`src/sv/bsr_pkg.sv`:
```
// ----------------------------------------------------------------------------
// bsr_pkg
// Shared types and constants for the bitmap scan and range engine.
// ----------------------------------------------------------------------------
package bsr_pkg;

  localparam int BITS_DEF       = 1024;
  localparam int WORD_WIDTH_DEF = 64;

  localparam int KIND_W   = 3;
  localparam int INDEX_W  = 10;
  localparam int COUNT_W  = 11;
  localparam int OFFSET_W = 10;

  typedef enum logic [KIND_W-1:0] {
    K_FIRST_SET   = 3'd0,
    K_LAST_SET    = 3'd1,
    K_FIRST_CLEAR = 3'd2,
    K_LAST_CLEAR  = 3'd3,
    K_SET         = 3'd4,
    K_CLEAR       = 3'd5,
    K_COPY        = 3'd6,
    K_NONE        = 3'd7
  } kind_t;

  typedef enum logic [3:0] {
    ST_CLR,
    ST_IDLE,
    ST_DEC,
    ST_FRD,
    ST_FCHK,
    ST_SRD,
    ST_SWR,
    ST_CRS,
    ST_CRD,
    ST_CWR,
    ST_DONE
  } state_t;

endpackage

```
`src/sv/bsr_mem.sv`:
```
// ----------------------------------------------------------------------------
// bsr_mem
// Bitmap word store: one write port, one read port with registered data.
// ----------------------------------------------------------------------------
module bsr_mem #(
  parameter int DEPTH = 16,
  parameter int WIDTH = 64,
  parameter int AW    = 4
) (
  input  logic             clk,
  input  logic             we,
  input  logic [AW-1:0]    waddr,
  input  logic [WIDTH-1:0] wdata,
  input  logic [AW-1:0]    raddr,
  output logic [WIDTH-1:0] rdata
);

  logic [WIDTH-1:0] mem [DEPTH];

  always_ff @(posedge clk) begin
    if (we) begin
      mem[waddr] <= wdata;
    end
    rdata <= mem[raddr];
  end

endmodule

```
`src/sv/bitmap_scan_and_range_engine.sv`:
```
// ----------------------------------------------------------------------------
// bitmap_scan_and_range_engine
// Bitmap with find-first/last, set/clear range and copy range requests.
// ----------------------------------------------------------------------------
// Usage: a request (kind, start_index, bit_count, dest_index) transfers on
// in_valid with in_stall low. One result (found, found_offset, status)
// transfers on out_valid with out_stall low. One request is in work at a
// time; in_stall stays high from acceptance until its result transfers.
// Steps: finds read and check each word scanned; set and clear read and
// write each word touched; copy works bit by bit (the single read port
// is read for the source and the target word, then the target word is
// written); a decode state comes before and a result state after. Zero
// length, kind 7 and out-of-range requests go from decode to the result.
// The engine returns to idle between consecutive requests. Reset: a
// clearing pass writes zero to every word, during which in_stall is high.
// While the receiver stalls, the result holds and no request is taken.
// WORD_WIDTH must be a power of two.
// ----------------------------------------------------------------------------
module bitmap_scan_and_range_engine
  import bsr_pkg::*;
#(
  parameter int BITS       = BITS_DEF,
  parameter int WORD_WIDTH = WORD_WIDTH_DEF
) (
  input  logic                clk,
  input  logic                rst,
  input  logic                in_valid,
  output logic                in_stall,
  input  logic [KIND_W-1:0]   kind,
  input  logic [INDEX_W-1:0]  start_index,
  input  logic [COUNT_W-1:0]  bit_count,
  input  logic [INDEX_W-1:0]  dest_index,
  output logic                out_valid,
  input  logic                out_stall,
  output logic                found,
  output logic [OFFSET_W-1:0] found_offset,
  output logic                status
);

  localparam int WORD_COUNT = (BITS + WORD_WIDTH - 1) / WORD_WIDTH;
  localparam int AW = (WORD_COUNT > 1) ? $clog2(WORD_COUNT) : 1;
  localparam int PW = (WORD_WIDTH > 1) ? $clog2(WORD_WIDTH) : 1;
  localparam int XW = ($clog2(BITS + 1) > 12) ? $clog2(BITS + 1) : 12;

  state_t state, state_next;

  logic [KIND_W-1:0] rq_kind;
  logic [XW-1:0]     rq_start, rq_count, rq_dest;
  logic [AW-1:0]     cur;
  logic [XW-1:0]     k;
  logic              sbit;
  logic              copy_back;

  logic [XW-1:0]     end_idx, off, src_idx, dst_idx;
  logic [XW:0]       src_end, dst_end;
  logic [AW-1:0]     fw, lw, scan_last;
  logic              back, want, range_err, no_op, is_find, is_sc;
  logic [PW-1:0]     lo_pos, hi_pos, hit_pos;
  logic [WORD_WIDTH-1:0] mask, hits, rdata, wdata;
  logic              hit;
  logic              we;
  logic [AW-1:0]     waddr, raddr;
  logic [XW-1:0]     hit_idx;

  bsr_mem #(.DEPTH(WORD_COUNT), .WIDTH(WORD_WIDTH), .AW(AW)) u_mem (
    .clk   (clk),
    .we    (we),
    .waddr (waddr),
    .wdata (wdata),
    .raddr (raddr),
    .rdata (rdata)
  );

  // request decode
  always_comb begin
    end_idx   = rq_start + rq_count - XW'(1);
    fw        = rq_start[PW +: AW];
    lw        = end_idx[PW +: AW];
    back      = (rq_kind == K_LAST_SET) || (rq_kind == K_LAST_CLEAR);
    want      = (rq_kind == K_FIRST_SET) || (rq_kind == K_LAST_SET);
    is_find   = (rq_kind == K_FIRST_SET) || (rq_kind == K_LAST_SET) ||
                (rq_kind == K_FIRST_CLEAR) || (rq_kind == K_LAST_CLEAR);
    is_sc     = (rq_kind == K_SET) || (rq_kind == K_CLEAR);
    src_end   = {1'b0, rq_start} + {1'b0, rq_count};
    dst_end   = {1'b0, rq_dest} + {1'b0, rq_count};
    no_op     = (rq_kind == K_NONE) || (rq_count == '0);
    range_err = (src_end > (XW+1)'(BITS)) ||
                ((rq_kind == K_COPY) && (dst_end > (XW+1)'(BITS)));
    scan_last = back ? fw : lw;
  end

  // word mask and priority search
  always_comb begin
    lo_pos = (cur == fw) ? rq_start[PW-1:0] : '0;
    hi_pos = (cur == lw) ? end_idx[PW-1:0] : '1;
    mask   = ({WORD_WIDTH{1'b1}} << lo_pos) &
             ({WORD_WIDTH{1'b1}} >> (PW'(WORD_WIDTH - 1) - hi_pos));
    hits   = (want ? rdata : ~rdata) & mask;
    hit    = |hits;
    hit_pos = '0;
    if (back) begin
      for (int i = 0; i < WORD_WIDTH; i++) begin
        if (hits[i]) hit_pos = PW'(i);
      end
    end else begin
      for (int i = WORD_WIDTH - 1; i >= 0; i--) begin
        if (hits[i]) hit_pos = PW'(i);
      end
    end
    hit_idx = (XW'(cur) << PW) | XW'(hit_pos);
  end

  // copy bit addresses
  always_comb begin
    off     = copy_back ? (rq_count - XW'(1) - k) : k;
    src_idx = rq_start + off;
    dst_idx = rq_dest + off;
  end

  // next state
  always_comb begin
    state_next = state;
    unique case (state)
      ST_CLR:  if (cur == AW'(WORD_COUNT - 1)) state_next = ST_IDLE;
      ST_IDLE: if (in_valid) state_next = ST_DEC;
      ST_DEC: begin
        priority if (no_op || range_err) state_next = ST_DONE;
        else if (is_find)                state_next = ST_FRD;
        else if (is_sc)                  state_next = ST_SRD;
        else                             state_next = ST_CRS;
      end
      ST_FRD:  state_next = ST_FCHK;
      ST_FCHK: if (hit || cur == scan_last) state_next = ST_DONE;
               else state_next = ST_FRD;
      ST_SRD:  state_next = ST_SWR;
      ST_SWR:  state_next = (cur == lw) ? ST_DONE : ST_SRD;
      ST_CRS:  state_next = ST_CRD;
      ST_CRD:  state_next = ST_CWR;
      ST_CWR:  state_next = (k == rq_count - XW'(1)) ? ST_DONE : ST_CRS;
      ST_DONE: if (!out_stall) state_next = ST_IDLE;
      default: state_next = ST_IDLE;
    endcase
  end

  // outputs and memory port
  always_comb begin
    in_stall  = (state != ST_IDLE);
    out_valid = (state == ST_DONE);
    we        = 1'b0;
    waddr     = cur;
    wdata     = rdata;
    raddr     = cur;
    unique case (state)
      ST_CLR: begin
        we    = 1'b1;
        wdata = '0;
      end
      ST_SWR: begin
        we    = 1'b1;
        wdata = (rq_kind == K_SET) ? (rdata | mask) : (rdata & ~mask);
      end
      ST_CRS: raddr = src_idx[PW +: AW];
      ST_CRD: raddr = dst_idx[PW +: AW];
      ST_CWR: begin
        we    = 1'b1;
        waddr = dst_idx[PW +: AW];
        wdata = rdata;
        wdata[dst_idx[PW-1:0]] = sbit;
      end
      default: ;
    endcase
  end

  always_ff @(posedge clk) begin
    if (rst) begin
      state <= ST_CLR;
      cur   <= '0;
    end else begin
      state <= state_next;
      unique case (state)
        ST_CLR:  cur <= cur + AW'(1);
        ST_DEC:  cur <= (is_find && back) ? lw : fw;
        ST_FCHK: cur <= back ? cur - AW'(1) : cur + AW'(1);
        ST_SWR:  cur <= cur + AW'(1);
        default: ;
      endcase
    end
  end

  always_ff @(posedge clk) begin
    unique case (state)
      ST_IDLE: begin
        rq_kind      <= kind;
        rq_start     <= XW'(start_index);
        rq_count     <= XW'(bit_count);
        rq_dest      <= XW'(dest_index);
        found        <= 1'b0;
        found_offset <= '0;
        status       <= 1'b0;
      end
      ST_DEC: begin
        status    <= !no_op && range_err;
        k         <= '0;
        copy_back <= rq_dest > rq_start;
      end
      ST_FCHK: if (hit) begin
        found        <= 1'b1;
        found_offset <= OFFSET_W'(hit_idx - rq_start);
      end
      ST_CRD: sbit <= rdata[src_idx[PW-1:0]];
      ST_CWR: k <= k + XW'(1);
      default: ;
    endcase
  end

endmodule

```
`config.mk`:
```
export PLATFORM = sky130hd
export DESIGN_NAME = bitmap_scan_and_range_engine
export DESIGN_NICKNAME = d
export VERILOG_FILES = /design/src/sv/bsr_pkg.sv /design/src/sv/bsr_mem.sv /design/src/sv/bitmap_scan_and_range_engine.sv
export SDC_FILE = /design/constraint.sdc
export NUM_CORES = 2
export LEC_CHECK = 0
export ABC_CLOCK_PERIOD_IN_PS = 10300
export BUFFER_PORTS_ARGS = -buffer_cell sky130_fd_sc_hd__buf_4
export CELL_PAD_IN_SITES_DETAIL_PLACEMENT = 0
export CELL_PAD_IN_SITES_GLOBAL_PLACEMENT = 1
export CORE_MARGIN = 2
export CORE_UTILIZATION = 49
export DETAILED_ROUTE_END_ITERATION = 12
export GPL_TIMING_DRIVEN = 0
export PLACE_DENSITY_LB_ADDON = 0.1
export SLEW_MARGIN = 10
export SYNTH_ARGS = -nofsm -noshare
export SYNTH_HDL_FRONTEND = slang
export SYNTH_SLANG_ARGS = --single-unit
```
`constraint.sdc`:
```
create_clock -name clk -period 10.3 [get_ports clk]
set_input_delay 0.515 -clock clk [delete_from_list [all_inputs] [get_ports clk]]
set_output_delay 0.515 -clock clk [all_outputs]
set_load 0.1 [all_outputs]
```
==> results by stage <==
Worst setup path:
- The worst setup path is of the reg -> reg kind.
- Together, buffers and inverters on the worst path number 5.
- The worst setup path is launched from a flip-flop.
- The library cell contributing the largest single delay on the critical path is sky130_fd_sc_hd__o311ai_1.
- On the worst path, the slowest cell contributes a delay of 860 ps.
- STA classifies the critical path endpoint as a flip-flop.
- Among cell families on the critical path, the largest total delay comes from compound AO/OA/AOI/OAI gates.
- The endpoint required time on the critical path is 10760 ps.
- Data on the critical path arrives at its endpoint at 10550 ps.
- In this run the worst path has a maximum fanout of 10.

Global routing:
- The global-route congestion overflow total is 0.
- The number of global-route vias before repair is 34.5k.
- The initial antenna violation count is 5.
- Global routing consumed, on the met1 layer, around 44% of the routing resources.
- For this run, global-route usage on met2 was measured as 52.0%.
- The aggregate global-route resource usage is 32.4%.
- Entering global routing, the biggest net connects 35 pins.
- For this run, global-route usage on met3 was measured as 4.70%.
- The layer carrying the most global-route usage is met2.
- The wire length of the first global-routing pass is 257000 µm.

Cells and area:
- The proportion of layout cells with a drive suffix above 1 is 16.8%.
- The area added between synthesis and finish is 14.8%.
- The post-layout net count is 4023.
- The post-layout instance area is 0.0622 mm².
- The count of cells in the finished layout, fillers not included, comes to 5468.

Timing:
- The setup TNS is 0 ps.
- The max-slew violation count is 0.
- Setup repair after global routing left no endpoint under its margin.
- The achievable frequency is roughly 99 MHz.
- The worst clock skew is roughly 120 ps.
- The final critical path time including I/O delays and setup is just over 10000 ps.
- The setup-violating endpoint count in the final report is 0.
- The pin slew with the least headroom to its limit is 1340 ps.
- The worst max-slew margin expressed relative to the limit is 9.83%.
- After layout, the worst path uses between 90 and 100% of the clock period.
- The number of hold violations in the final report came to 0.

Logic synthesis:
- The number of standard cells after synthesis is 3611.
- When the netlist entered floorplanning its net count stood at 3744.
- The share of synthesized area occupied by flip-flops and latches is 62.7%.
- The fraction of registers with async set/reset is 0%.
- After synthesis, the largest area contributor takes up 60.1% of total cell area.
- Summing every instance area after synthesis gives 0.0542 mm².
- sky130_fd_sc_hd__edfxtp_1 takes more of the synthesized area than any other cell.
- Ranked by instance count, the synthesized netlist is headed by 1084 x sky130_fd_sc_hd__edfxtp_1, 276 x sky130_fd_sc_hd__mux4_2, 238 x sky130_fd_sc_hd__mux2i_1, 232 x sky130_fd_sc_hd__nor2_1, 205 x sky130_fd_sc_hd__nand2_1.
- The library cell with the highest instance count after synthesis is sky130_fd_sc_hd__edfxtp_1.
- The average cell area after synthesis is 15.0 µm².
- By area the synthesized netlist is led by sky130_fd_sc_hd__edfxtp_1 60%, sky130_fd_sc_hd__mux4_2 11%, sky130_fd_sc_hd__mux2i_1 4.4%, sky130_fd_sc_hd__dfxtp_1 2.7%, sky130_fd_sc_hd__xnor2_1 2.0%.
- During synthesis, Yosys emitted a total of 0 warnings.
- For this run, the leading register cell type out of synthesis is sky130_fd_sc_hd__edfxtp_1.
- Synthesis inferred 1156 register bits.
- Counting flops with a built-in enable in the synthesized netlist gives about 1.1k.
- The number of library cell types mapped by synthesis is 93.

Placement:
- In this run the cell area measured after placement is a little under 0.06 mm².
- The final weighted congestion in routability-driven placement is 1.01.
- Once placement completed, the tool counted placed cells totaling 5207.
- The number of input and output port buffers inserted is 50.
- The half-perimeter wire length of the detailed placement result is about 140000 µm.

Floorplan:
- The number of placed I/O pins is 52.
- The die covers 0.113 mm².
- The overall die width is 337 µm.
- The region available for standard cell placement spans 0.109 mm².
- From bottom edge to top edge, the die measures 337 µm.
- In this run the core area contains about 120 standard-cell rows.
- Once the floorplan was initialized, standard cells occupied 49.6% of the core.

Hold path:
- The worst hold path belongs to the class in -> reg.

Status:
- The run finished with clean final reports.

Routing:
- The detail route stage leaves a number of antenna-violating nets equal to 0.
- The routed layout has between 30k and 40k vias.
- The remaining routing DRC violations is 0.
- The first detailed-routing pass took 6 iterations.
- The post-detailed-route wirelength per cell is ~33 µm.
- After the first detailed-routing iteration, the DRC count stood at 4360.
- The final routed wirelength across all metal layers is 183000 µm.
- After detailed routing, the number of vias per cell comes to 6.44.

Clock tree:
- The clock drives 1156 sinks.
- TritonCTS built the clock tree.
- The source-to-sink clock delay at the later pin of the worst-skew pair is 800 ps.
- After clock tree synthesis, the clock-pin slew on the worst setup and hold paths is 60 ps.
- The number of buffers on the longest clock path is 3.
- The number of H-tree levels is 3.
- The clock buffer count from CTS is between 100 and 150.
- The root buffer selected by CTS is sky130_fd_sc_hd__clkbuf_16.

Power and ir drop:
- Across the VDD grid, the largest voltage drop is 0.000195 V.
- The leakage dissipation is 20.5 nW.
- The overall power after layout is 10.4 mW.
- The power density normalized to cell area is ~170 mW/mm².

Flow run:
- The number of maximum-capacitance violations is 0.
[kinds of logic (layout without fill, tap and decap cells)]
kind of cell	count (synthesis)	in the layout	share of synthesized area [%]
buffers and inverters	265	643	1.90
other	0	3	0
AO/OA/AOI/OAI	677	677	8.00
AND/OR/NAND/NOR	750	750	6.61
adder cells (fa/ha/maj)	95	95	2.29
flip-flops	1156	1156	62.7
multiplexers	514	514	15.9
XOR/XNOR	154	154	2.59
[placed cells by master (no fill, tap or decap), drive strengths merged, types with 47 or more instances in the layout]
| master | instances |
|---|---|
| xnor2 | 129 |
| clkinv | 47 |
| nand2 | 206 |
| nor2 | 232 |
| o21ai | 211 |
| nor3 | 51 |
| mux4 | 276 |
| nand3 | 62 |
| mux2i | 238 |
| a21oi | 175 |
| clkbuf | 262 |
| buf | 195 |
| inv | 86 |
| dfxtp | 72 |
| edfxtp | 1084 |
| ha | 88 |
[report_power, final]
group / leakage, nW / internal, mW / switching [mW]
clock network: 1.91 / 2.50 / 1.80
registers: 10.4 / 5.18 / 0.127
logic: 8.23 / 0.338 / 0.460
[worst register-to-register path: cells and delay by family (launching register included)]
family | cells | cell delay, ps
adders and majority gates | 5 | 1960
DFF | 1 | 590
AOI/OAI and AO/OA | 9 | 3160
and+or+nand+nor | 8 | 1910
xor gates and xnor gates | 2 | 810
buffers and inverters | 5 | 1420
[metrics by stage]
step | utilization, % | setup WS, ps | hold WS (ps)
5_1_grt | 56.9 | 36.0 | 137
4_1_cts | 56.8 | 258 | 73.8
2_1_floorplan | - | 3350 | 518
3_3_place_gp | 51.6 | -985 | 643
3_5_place_dp | 52.9 | 307 | 650
6_report | 56.9 | 209 | 119
[routing by layer]
layer,wire length [µm],up-vias
met5,0,-
met2,86200,1753
met1,74800,18200
met3,13300,347
met4,8630,0
li1,-,14900
[repair_timing]
item                                   in CTS  in global routing
hold buffers                               34                  0
endpoints found under the hold margin      34                  0
resized for setup                           0                  2
setup buffers                               0                  0
setup endpoints to repair                   0                  2
[layout make-up]
cell class | count | area [µm²]
Clock buffer | 145 | 3040
Clock inverter | 68 | 891
Fill cell | 8520 | 47100
Tap cell | 1476 | 1850
Timing Repair Buffer | 165 | 2010
Sequential cell | 1156 | 34000
Multi-Input combinational cell | 2190 | 19400
Buffer | 182 | 718
Antenna cell | 3 | 7.51
Inverter | 83 | 312
[registers in the layout, indices dropped and copies added (netlist names), 4 cells and up]
| register | count |
|---|---|
| rq_dest | 10 |
| rq_count | 11 |
| cur | 4 |
| u_mem.rdata | 64 |
| found_offset | 10 |
| state | 4 |
| u_mem.mem | 1024 |
| k | 12 |
| rq_start | 10 |
[path summary, 6_finish.rpt]
path,start,cells after the start,to,slack (ps)
setup / recovery,rq_start[1],29,found_offset[8],210
hold / removal,out_stall,4,state[0],120
setup reg to reg,rq_start[1],29,found_offset[8],210
hold reg to reg,u_mem.mem[10][22],3,u_mem.rdata[22],650
(Power assumes the default switching activity.)
